--- src/design/pulse_width_ook_frame_encoder_macros.svh ---
// Assertion macros shared by the pulse-width OOK frame encoder modules.
// Expects signals named clock and reset in the module that uses them.
`ifndef PULSE_WIDTH_OOK_FRAME_ENCODER_MACROS_SVH
`define PULSE_WIDTH_OOK_FRAME_ENCODER_MACROS_SVH

// Same-cycle implication, disabled during reset
`define PWOOK_ASSERT_IMP(lbl, ante, cons, msg) \
   lbl: assert property (@(posedge clock) disable iff (reset) (ante) |-> (cons)) \
      else $error(msg);

// Next-cycle implication, disabled during reset
`define PWOOK_ASSERT_NEXT(lbl, ante, cons, msg) \
   lbl: assert property (@(posedge clock) disable iff (reset) (ante) |=> (cons)) \
      else $error(msg);

`endif

--- src/design/pwook_pkg.sv ---
// Package for the pulse-width OOK frame encoder: constants, codes and types.
// No dependencies.
package pwook_pkg;

   localparam int MESSAGE_BYTES  = 6;
   localparam int POS_W          = $clog2(MESSAGE_BYTES + 1);
   localparam int PREAMBLE_BYTES = 4;
   localparam int SYNC_ZEROS     = 12;
   localparam int STEP_W         = 4;

   localparam logic [7:0] PREAMBLE_BYTE  = 8'hAA;
   localparam logic [5:0] SYM_ZERO_CHIPS = 6'h0C;
   localparam logic [5:0] SYM_ONE_CHIPS  = 6'h38;
   localparam logic [3:0] SYM_ZERO_LEN   = 4'd4;
   localparam logic [3:0] SYM_ONE_LEN    = 4'd6;

   // Configuration register indexes
   localparam int CSR_ADDR_W = 4;
   localparam logic [1:0] REG_PREAMBLE_EN = 2'd0;
   localparam logic [1:0] REG_APPEND_CHK  = 2'd1;
   localparam logic [1:0] REG_CHK_SEED    = 2'd2;

   // Queue sizes
   localparam int CMDQ_DEPTH = 4;
   localparam int CMDQ_PTR_W = $clog2(CMDQ_DEPTH);
   localparam int CMDQ_CNT_W = $clog2(CMDQ_DEPTH + 1);
   localparam int OUTQ_DEPTH = 4;
   localparam int OUTQ_PTR_W = $clog2(OUTQ_DEPTH);
   localparam int OUTQ_CNT_W = $clog2(OUTQ_DEPTH + 1);

   typedef struct packed {
      logic       preamble_en;
      logic       append_chk;
      logic [7:0] seed;
   } cfg_type;

   // One classified message byte, handed from front to back
   typedef struct packed {
      logic [7:0] data;
      logic       first;
      logic       preamble;
      logic       last;
      logic       chk_on;
      logic [7:0] chk;
   } cmd_type;

   typedef struct packed {
      logic [7:0] line;
      logic       frame_end;
   } line_word_type;

endpackage

--- src/design/pwook_front.sv ---
// Front end: accepts message bytes, tracks frame position and checksum,
// and queues one classified command per byte. Depends on pwook_pkg.
`include "pulse_width_ook_frame_encoder_macros.svh"

module pwook_front (
   input  logic              clock,
   input  logic              reset,
   input  logic              push,
   output logic              full,
   input  logic [7:0]        data_byte,
   input  pwook_pkg::cfg_type cfg,
   output logic              cmd_valid,
   output pwook_pkg::cmd_type cmd,
   input  logic              cmd_take
);
   import pwook_pkg::*;

   logic [POS_W-1:0]      pos_ff, pos_in, pos_next, end_at;
   logic [7:0]            sum_ff, sum_in, sum_new;
   logic [CMDQ_PTR_W-1:0] wr_ff, rd_ff;
   logic [CMDQ_CNT_W-1:0] cnt_ff, cnt_in;
   cmd_type               mem_ff [CMDQ_DEPTH];
   cmd_type               new_cmd;
   logic                  accept, first;

   assign full      = (cnt_ff == CMDQ_CNT_W'(CMDQ_DEPTH));
   assign cmd_valid = (cnt_ff != '0);
   assign cmd       = mem_ff[rd_ff];
   assign accept    = push & ~full;

   // Classify the incoming byte
   always_comb begin
      first    = (pos_ff == '0);
      sum_new  = 8'((first ? 8'd0 : sum_ff) + data_byte);
      pos_next = POS_W'(pos_ff + 1'b1);
      end_at   = cfg.append_chk ? POS_W'(MESSAGE_BYTES - 1) : POS_W'(MESSAGE_BYTES);
      new_cmd.data     = data_byte;
      new_cmd.first    = first;
      new_cmd.preamble = first & cfg.preamble_en;
      new_cmd.last     = (pos_next >= end_at);
      new_cmd.chk_on   = cfg.append_chk;
      new_cmd.chk      = 8'(cfg.seed + sum_new);
   end

   // Advance frame position; restart after the last byte
   always_comb begin
      pos_in = pos_ff;
      sum_in = sum_ff;
      if (accept) begin
         pos_in = new_cmd.last ? '0 : pos_next;
         sum_in = new_cmd.last ? 8'd0 : sum_new;
      end
      cnt_in = CMDQ_CNT_W'(cnt_ff + (accept ? 1'b1 : 1'b0) - (cmd_take ? 1'b1 : 1'b0));
   end

   always_ff @(posedge clock) begin
      if (reset) begin
         pos_ff <= '0;
         sum_ff <= '0;
         wr_ff  <= '0;
         rd_ff  <= '0;
         cnt_ff <= '0;
      end else begin
         pos_ff <= pos_in;
         sum_ff <= sum_in;
         cnt_ff <= cnt_in;
         if (accept) wr_ff <= CMDQ_PTR_W'(wr_ff + 1'b1);
         if (cmd_take) rd_ff <= CMDQ_PTR_W'(rd_ff + 1'b1);
      end
   end

   // Command storage
   always_ff @(posedge clock) begin
      if (accept) mem_ff[wr_ff] <= new_cmd;
   end

   `PWOOK_ASSERT_IMP(a_take_needs_cmd, cmd_take, cnt_ff != '0, "command taken from empty queue")

endmodule

--- src/design/pwook_back.sv ---
// Back end: runs one command as a sequence of pulse symbols and packs the
// chips into line words, one symbol per cycle while the output queue is not full. Depends on pwook_pkg.
`include "pulse_width_ook_frame_encoder_macros.svh"

module pwook_back (
   input  logic                     clock,
   input  logic                     reset,
   input  logic                     cmd_valid,
   input  pwook_pkg::cmd_type       cmd,
   output logic                     cmd_take,
   input  logic                     out_full,
   output logic                     out_push,
   output pwook_pkg::line_word_type out_word
);
   import pwook_pkg::*;

   localparam logic [2:0] ST_IDLE  = 3'd0;
   localparam logic [2:0] ST_PRE   = 3'd1;
   localparam logic [2:0] ST_SYNC  = 3'd2;
   localparam logic [2:0] ST_DATA  = 3'd3;
   localparam logic [2:0] ST_CHK   = 3'd4;
   localparam logic [2:0] ST_TAIL  = 3'd5;
   localparam logic [2:0] ST_FLUSH = 3'd6;

   logic [2:0]        state_ff, state_in, start_state;
   logic [STEP_W-1:0] step_ff, step_in;
   cmd_type           cur_ff, cur_in;
   logic [7:0]        acc_ff, acc_in, sym_byte, emitted, keep, flush_line;
   logic [2:0]        nchip_ff, nchip_in, rem;
   logic              go, sym_bit, spill, finish;
   logic [5:0]        sym_chips;
   logic [3:0]        sym_len, total;
   logic [13:0]       wide;

   assign go = ~out_full;

   // Pick the symbol of this step
   always_comb begin
      sym_byte = (state_ff == ST_CHK) ? cur_ff.chk : cur_ff.data;
      case (state_ff)
         ST_SYNC: sym_bit = (step_ff == STEP_W'(SYNC_ZEROS));
         ST_DATA, ST_CHK: sym_bit = (step_ff < STEP_W'(8)) ? sym_byte[~step_ff[2:0]] : ^sym_byte;
         default: sym_bit = 1'b0;
      endcase
      sym_chips = sym_bit ? SYM_ONE_CHIPS : SYM_ZERO_CHIPS;
      sym_len   = sym_bit ? SYM_ONE_LEN : SYM_ZERO_LEN;
   end

   // Pack chips: emit the top eight once eight or more are held
   always_comb begin
      total      = 4'({1'b0, nchip_ff} + sym_len);
      spill      = total[3];
      rem        = total[2:0];
      wide       = (14'(acc_ff) << sym_len) | 14'(sym_chips);
      emitted    = 8'(wide >> rem);
      keep       = 8'(wide & ((14'd1 << rem) - 14'd1));
      flush_line = acc_ff << 3'(4'd8 - {1'b0, nchip_ff});
      if (cmd.preamble) start_state = ST_PRE;
      else if (cmd.first) start_state = ST_SYNC;
      else start_state = ST_DATA;
   end

   // Sequencer
   always_comb begin
      state_in = state_ff;
      step_in  = step_ff;
      cur_in   = cur_ff;
      acc_in   = acc_ff;
      nchip_in = nchip_ff;
      out_push = 1'b0;
      out_word = '{line: emitted, frame_end: 1'b0};
      finish   = 1'b0;
      cmd_take = 1'b0;

      if (state_ff != ST_IDLE && go) begin
         // Symbol states share the packer
         if (state_ff inside {ST_SYNC, ST_DATA, ST_CHK, ST_TAIL}) begin
            if (spill) begin
               out_push = 1'b1;
               acc_in   = keep;
               nchip_in = rem;
            end else begin
               acc_in   = wide[7:0];
               nchip_in = total[2:0];
            end
         end
         step_in = STEP_W'(step_ff + 1'b1);
         case (state_ff)
            ST_PRE: begin
               out_push = 1'b1;
               out_word = '{line: PREAMBLE_BYTE, frame_end: 1'b0};
               if (step_ff == STEP_W'(PREAMBLE_BYTES - 1)) begin
                  state_in = ST_SYNC;
                  step_in  = '0;
               end
            end
            ST_SYNC: begin
               if (step_ff == STEP_W'(SYNC_ZEROS)) begin
                  state_in = ST_DATA;
                  step_in  = '0;
               end
            end
            ST_DATA: begin
               if (step_ff == STEP_W'(8)) begin
                  step_in = '0;
                  if (!cur_ff.last) finish = 1'b1;
                  else if (cur_ff.chk_on) state_in = ST_CHK;
                  else state_in = ST_TAIL;
               end
            end
            ST_CHK: begin
               if (step_ff == STEP_W'(8)) begin
                  state_in = ST_TAIL;
                  step_in  = '0;
               end
            end
            ST_TAIL: begin
               if (step_ff == STEP_W'(1)) begin
                  step_in = '0;
                  // Frame ends on this word when nothing is left over
                  if (spill && rem == '0) begin
                     out_word.frame_end = 1'b1;
                     finish = 1'b1;
                  end else begin
                     state_in = ST_FLUSH;
                  end
               end
            end
            ST_FLUSH: begin
               out_push = 1'b1;
               out_word = '{line: flush_line, frame_end: 1'b1};
               acc_in   = '0;
               nchip_in = '0;
               step_in  = '0;
               finish   = 1'b1;
            end
            default: begin
               state_in = ST_IDLE;
            end
         endcase
      end

      // Load the next command, or drop to idle
      if (state_ff == ST_IDLE || finish) begin
         if (cmd_valid) begin
            cmd_take = 1'b1;
            cur_in   = cmd;
            state_in = start_state;
            step_in  = '0;
         end else begin
            state_in = ST_IDLE;
         end
      end
   end

   always_ff @(posedge clock) begin
      if (reset) begin
         state_ff <= ST_IDLE;
         step_ff  <= '0;
         acc_ff   <= '0;
         nchip_ff <= '0;
      end else begin
         state_ff <= state_in;
         step_ff  <= step_in;
         acc_ff   <= acc_in;
         nchip_ff <= nchip_in;
      end
   end

   // Command payload
   always_ff @(posedge clock) begin
      cur_ff <= cur_in;
   end

   `PWOOK_ASSERT_IMP(a_pre_step, state_ff == ST_PRE, step_ff < STEP_W'(PREAMBLE_BYTES), "preamble step out of range")
   `PWOOK_ASSERT_IMP(a_end_place, out_push && out_word.frame_end, state_ff == ST_TAIL || state_ff == ST_FLUSH, "frame end outside tail")
   `PWOOK_ASSERT_NEXT(a_take_starts, cmd_take, state_ff != ST_IDLE, "command taken but sequencer idle")

endmodule

--- src/design/pwook_outq.sv ---
// Output queue: holds finished line words until the consumer pops them.
// Depends on pwook_pkg.
`include "pulse_width_ook_frame_encoder_macros.svh"

module pwook_outq (
   input  logic                     clock,
   input  logic                     reset,
   input  logic                     push,
   input  pwook_pkg::line_word_type word,
   output logic                     full,
   output logic                     empty,
   input  logic                     pop,
   output pwook_pkg::line_word_type head
);
   import pwook_pkg::*;

   line_word_type         mem_ff [OUTQ_DEPTH];
   logic [OUTQ_PTR_W-1:0] wr_ff, rd_ff;
   logic [OUTQ_CNT_W-1:0] cnt_ff, cnt_in;
   logic                  do_pop;

   assign full   = (cnt_ff == OUTQ_CNT_W'(OUTQ_DEPTH));
   assign empty  = (cnt_ff == '0);
   assign head   = mem_ff[rd_ff];
   assign do_pop = pop & ~empty;
   assign cnt_in = OUTQ_CNT_W'(cnt_ff + (push ? 1'b1 : 1'b0) - (do_pop ? 1'b1 : 1'b0));

   // Advance pointers and fill count
   always_ff @(posedge clock) begin
      if (reset) begin
         wr_ff  <= '0;
         rd_ff  <= '0;
         cnt_ff <= '0;
      end else begin
         cnt_ff <= cnt_in;
         if (push) wr_ff <= OUTQ_PTR_W'(wr_ff + 1'b1);
         if (do_pop) rd_ff <= OUTQ_PTR_W'(rd_ff + 1'b1);
      end
   end

   always_ff @(posedge clock) begin
      if (push) mem_ff[wr_ff] <= word;
   end

   `PWOOK_ASSERT_IMP(a_no_overflow, push, !full, "word pushed into full output queue")

endmodule

--- src/design/pulse_width_ook_frame_encoder.sv ---
// Top level of the pulse-width OOK frame encoder: configuration registers,
// front end, back end and output queue. Depends on pwook_pkg and submodules.
//
//   channel  ports                            handshake
//   -------  -------------------------------  ---------------------------
//   request  req_data_byte                    push / full
//   response rsp_line_byte, rsp_frame_end     pop / empty
//   config   psel penable pwrite paddr ...    APB write, pready tied high
//
// The back end runs one pulse symbol per cycle unless the output queue is
// full. A middle byte is eight data symbols plus parity; a frame's first
// byte adds optional preamble words and sync symbols, the last adds optional
// checksum symbols, two tail zeros and up to one flush word. Bytes and line
// words queue in four-entry command and output queues, so either side may
// stall. Synchronous active-high reset restores the register defaults.
module pulse_width_ook_frame_encoder (
   input  logic                             clock,
   input  logic                             reset,
   input  logic                             push,
   output logic                             full,
   input  logic [7:0]                       req_data_byte,
   output logic                             empty,
   input  logic                             pop,
   output logic [7:0]                       rsp_line_byte,
   output logic                             rsp_frame_end,
   input  logic                             psel,
   input  logic                             penable,
   input  logic                             pwrite,
   input  logic [pwook_pkg::CSR_ADDR_W-1:0] paddr,
   input  logic [31:0]                      pwdata,
   output logic [31:0]                      prdata,
   output logic                             pready
);
   import pwook_pkg::*;

   cfg_type       cfg_ff, cfg_in;
   cmd_type       cmd;
   line_word_type back_word, head;
   logic          cmd_valid, cmd_take, out_full, out_push, csr_write;
   logic [1:0]    csr_index;

   assign pready    = 1'b1;
   assign csr_index = paddr[3:2];
   assign csr_write = psel & penable & pwrite & pready;

   // Write configuration registers
   always_comb begin
      cfg_in = cfg_ff;
      if (csr_write) begin
         case (csr_index)
            REG_PREAMBLE_EN: cfg_in.preamble_en = pwdata[0];
            REG_APPEND_CHK:  cfg_in.append_chk  = pwdata[0];
            REG_CHK_SEED:    cfg_in.seed        = pwdata[7:0];
            default:         cfg_in = cfg_ff;
         endcase
      end
   end

   always_ff @(posedge clock) begin
      if (reset) begin
         cfg_ff <= '{preamble_en: 1'b1, append_chk: 1'b1, seed: 8'd12};
      end else begin
         cfg_ff <= cfg_in;
      end
   end

   // Read back configuration
   always_comb begin
      case (csr_index)
         REG_PREAMBLE_EN: prdata = {31'd0, cfg_ff.preamble_en};
         REG_APPEND_CHK:  prdata = {31'd0, cfg_ff.append_chk};
         REG_CHK_SEED:    prdata = {24'd0, cfg_ff.seed};
         default:         prdata = '0;
      endcase
   end

   pwook_front u_front (
      .clock     (clock),
      .reset     (reset),
      .push      (push),
      .full      (full),
      .data_byte (req_data_byte),
      .cfg       (cfg_ff),
      .cmd_valid (cmd_valid),
      .cmd       (cmd),
      .cmd_take  (cmd_take)
   );

   pwook_back u_back (
      .clock     (clock),
      .reset     (reset),
      .cmd_valid (cmd_valid),
      .cmd       (cmd),
      .cmd_take  (cmd_take),
      .out_full  (out_full),
      .out_push  (out_push),
      .out_word  (back_word)
   );

   pwook_outq u_outq (
      .clock (clock),
      .reset (reset),
      .push  (out_push),
      .word  (back_word),
      .full  (out_full),
      .empty (empty),
      .pop   (pop),
      .head  (head)
   );

   assign rsp_line_byte = head.line;
   assign rsp_frame_end = head.frame_end;

endmodule

--- config.mk ---
export PLATFORM = sky130hd
export DESIGN_NAME = pulse_width_ook_frame_encoder
export DESIGN_NICKNAME = d
export VERILOG_FILES = /design/src/design/pwook_pkg.sv /design/src/design/pwook_front.sv /design/src/design/pwook_back.sv /design/src/design/pwook_outq.sv /design/src/design/pulse_width_ook_frame_encoder.sv
export VERILOG_INCLUDE_DIRS = /design/src /design/src/design
export SDC_FILE = /design/constraint.sdc
export NUM_CORES = 1
export LEC_CHECK = 0
export BUFFER_PORTS_ARGS = -buffer_cell sky130_fd_sc_hd__buf_2
export CORE_UTILIZATION = 55
export CTS_BUF_LIST = sky130_fd_sc_hd__clkbuf_8
export DETAILED_ROUTE_END_ITERATION = 8
export PLACE_DENSITY = 0.82
export SYNTH_ARGS = -nofsm -noshare
export SYNTH_HDL_FRONTEND = slang
export SYNTH_SLANG_ARGS = --single-unit
--- constraint.sdc ---
create_clock -name clock -period 4.9 [get_ports clock]
set_input_delay 0.735 -clock clock [delete_from_list [all_inputs] [get_ports clock]]
set_output_delay 0.735 -clock clock [all_outputs]
set_load 0.03 [all_outputs]
==> results.md <==
- Post-Syn Area per Cell: 12.8 sq um
- TritonCTS clock tree: done
- Final hold violation count: 0
- GRT Resource Usage Total: between 20% and 30%
- Final HPWL DP: about 12000 um
- Post-CTS Hold Buffers: 0
- CTS H-tree depth: 4
- Worst setup SP type: flop
- # rows: between 40 and 50
- Switching Power: roughly 1800 uW
- Via density: approximately 5.7
- Die Y: about 130 um
- Fin nets: 853
- Crit path buf inv count: 3
- Die area: 17200 sq um
- # Max-Cap Violations: 0
- Crit path arrival time: 4.90 ns
- Inst Count DP: 952
- Average wire per standard cell: approximately 17 um
- Slew HR: 28.8%
- PwrDens: between 500 and 600 nW/um^2
- Worst Path Required: about 5.2 ns
- Number of synthesized flops with an enable pin: approximately 130
- Max Clk Rate: between 200 and 250 MHz
- Initial core utilization: between 50% and 60%
- CTS buffer count: 17
- Most used flip-flop cell after synthesis: edfxtp_1
- Grt total ovfl: 0
- DRT Pass-1 Iters: 5
- Placer Congestion: 0.891
- Vias in the first global route: roughly 5700
- Switching Share: 36.3%
- Max clock buf depth: 2
- Crit path cell chain: nor3b_2, buf_4, mux4_2, nor4_1, a31oi_1, nand3b_4, nand2_4, nand2_1, ha_1, ha_1, nor4bb_4, a41oi_2, a21oi_2, o32a_2, ha_1, inv_1, ha_1, inv_1, fa_1, xor2_1, xnor2_1, nor2_1
- Layout Cells excl Fill: just under 1000
- CTS Root Cell: clkbuf_8
- Worst-Margin Slew: around 1.1 ns
- Initial DRC count: between 400 and 500
- Antenna violations before repair: 0
- Sequential fraction of design power: ~46%
- Status: complete, no violations
- Pwr Total: between 5000 and 6000 uW
- Largest net degree at the start of global routing: 51
- CP delay by family, top: adder cells
- Hold crit path type: reg -> reg
- Final Core Density: between 60 and 70%
- Static Leak: 0.00356 uW
- Crit path kind: reg -> reg
- Final wirelength: roughly 17000 um
- Chip width: between 100 and 150 um
- Max Slew Vio Count: 0
- Cells after Synth: ~710
- Layout Area Growth over Synthesis: 7.55%
- #FFs+latches synth: approximately 190
- IO Pins: between 90 and 100
- Worst-path fanout max: 10
- Endpoints failing setup: 0
- PortBufs: 43
- Vias: about 5600
- Power Internal: approximately 3200 uW
- Most frequent cell on the critical path: ha_1
- Number of remaining DRC errors: 0
- Synth top area share: 43.9%
- Area of the multi-input gates: 3720 sq um
- Register area share after synthesis: a little under three fifths
- Async SR Flop Fraction: 0%
- Fin crit share: 93.7%
- Cell accounting for the most synthesized area: edfxtp_1
- Fillers: around 1200
- Reg clk slew, reported paths: 0.10 ns
- Warnings, synthesis: 0
- Layout cells sized above 1: about 18%
- Clk network pwr share: 17.6%
- Synth top area cells: edfxtp_1, dfxtp_1, mux4_2, ha_1, xnor2_1
- ANT nets after route: 0
- Worst Skew: 0.0141 ns
- Clk sinks: 187
- Worst skew pair latency: roughly 0.46 ns
- Mapped cell area: 9170 sq um
- FF+latch area: around 5100 sq um
- Slowest cell on crit path: fa_1
- Peak supply drop: between 0.2 and 0.3 mV
- Crit path largest cell delay: 0.37 ns
- N_diodes: 0
- CORE AREA: 16100 sq um
- Period minus WS final: 4.59 ns
- First-pass GRT wire length: between 20000 and 30000 um
- Logic pwr share: between 30% and 40%
- Crit path capture type: flop
- Netlist cell types: 73
cells by family (layout without fill, tap and decap cells):
family / after synthesis / in the layout / synth area share [%]
adder cells (fa/ha/maj): 45 / 45 / 6.47
XOR/XNOR: 46 / 46 / 4.39
multiplexers: 50 / 50 / 9.58
buffers and inverters: 88 / 121 / 5.10
other: 2 / 25 / 0.0819
AND/OR/NAND/NOR: 188 / 188 / 10.7
flip-flops: 187 / 187 / 55.5
AO/OA/AOI/OAI: 108 / 108 / 8.16
worst reg2reg max path, delay by kind of cell, from the launching register on:
kind	cells	cell delay, ns
fa+ha+maj	5	1.22
simple gates	7	1.07
compound gates	4	0.95
flops	1	0.35
xor+xnor	2	0.31
buf+inv	3	0.30
mux	1	0.21
worst paths after layout:
| kind | start | slack [ns] | endpoint | depth (start not counted) |
|---|---|---|---|---|
| worst max-delay path | u_back.state_ff[0] | 0.31 | u_front.cnt_ff[2] | 22 |
| worst min-delay path | u_front.sum_ff[2] | 0.47 | u_front.sum_ff[2] | 2 |
| worst max register to register | u_back.state_ff[0] | 0.31 | u_front.cnt_ff[2] | 22 |
| worst min register to register | u_front.sum_ff[2] | 0.47 | u_front.sum_ff[2] | 2 |
power groups by stage:
stage	Clock, uW	Combinational [uW]	Sequential (uW)
floorplan	0	1530	2240
global placement	0	1750	2340
detailed placement	0	1840	2370
CTS	908	1850	2340
global route	968	2040	2370
finish	892	1860	2330
stage by stage:
step	TNS (ns)	setup WS, ns	hold slack [ns]	instance area, sq um
5_1_grt	-0.0176	-0.0176	0.457	9860
3_5_place_dp	0	0.141	0.447	9490
6_report	0	0.309	0.468	9860
3_3_place_gp	0	0.259	0.435	9490
2_1_floorplan	0	0.327	0.427	9250
4_1_cts	0	0.113	0.459	9820
metal layers:
metal	global-route usage [%]	wire (um)	vias up
met3	3.74	621	34
met4	7.65	336	0
li1	-	-	2647
met5	0	0	-
met2	37.7	9000	173
met1	25.1	7240	2760
registers in the layout, indices dropped and copies added (netlist names), 4 cells and up, named ones only:
name,flops
u_front.mem_ff,80
u_outq.mem_ff,36
u_back.cur_ff,18
cfg_ff,10
u_front.sum_ff,8
u_back.acc_ff,5
u_back.step_ff,4
Yosys cell counts (4+ instances only):
| library cell | count |
|---|---|
| nor3b_1 | 6 |
| a211oi_1 | 5 |
| fa_1 | 4 |
| nor2_1 | 59 |
| nand2_1 | 33 |
| nand2b_1 | 9 |
| a21o_1 | 4 |
| xor2_1 | 9 |
| ha_1 | 41 |
| nand3_1 | 13 |
| buf_6 | 5 |
| clkbuf_1 | 17 |
| inv_1 | 29 |
| buf_4 | 25 |
| a31oi_1 | 6 |
| and2_1 | 27 |
| buf_1 | 6 |
| buf_2 | 5 |
| a21oi_1 | 28 |
| mux4_2 | 30 |
| a22oi_1 | 7 |
| o211ai_1 | 4 |
| xnor2_1 | 37 |
| edfxtp_1 | 134 |
| o21ai_0 | 18 |
| nor3_1 | 12 |
| dfxtp_1 | 53 |
| mux2i_1 | 18 |
| nor2b_1 | 10 |
cells in the final DEF, fill, tap and decap left out, types with 6 or more instances in the layout:
master	instances
a21oi_1	28
nor3b_1	6
xor2_1	9
conb_1	25
mux4_2	30
nor2_1	59
nand2_1	33
buf_2	43
nand2b_1	9
and2_1	27
nand3_1	13
o21ai_0	18
a22oi_1	7
xnor2_1	37
ha_1	41
a31oi_1	6
clkbuf_8	17
inv_1	29
edfxtp_1	134
nor3_1	12
mux2i_1	18
buf_4	16
dfxtp_1	53
nor2b_1	10
final cells by class:
cell class | instances | area share, %
clock buffers | 17 | 2.37
clock inverters | 15 | 1.00
inverters | 30 | 1.14
multi-input cells | 462 | 37.8
flip-flops and latches | 187 | 51.6
well taps | 216 | 2.74
repair buffers | 59 | 3.40
timing repair:
action,4_1_cts,5_1_grt
setup buffers,0,2
setup endpoints to repair,0,1
gates resized for setup,0,3
(Power assumes the default switching activity.)
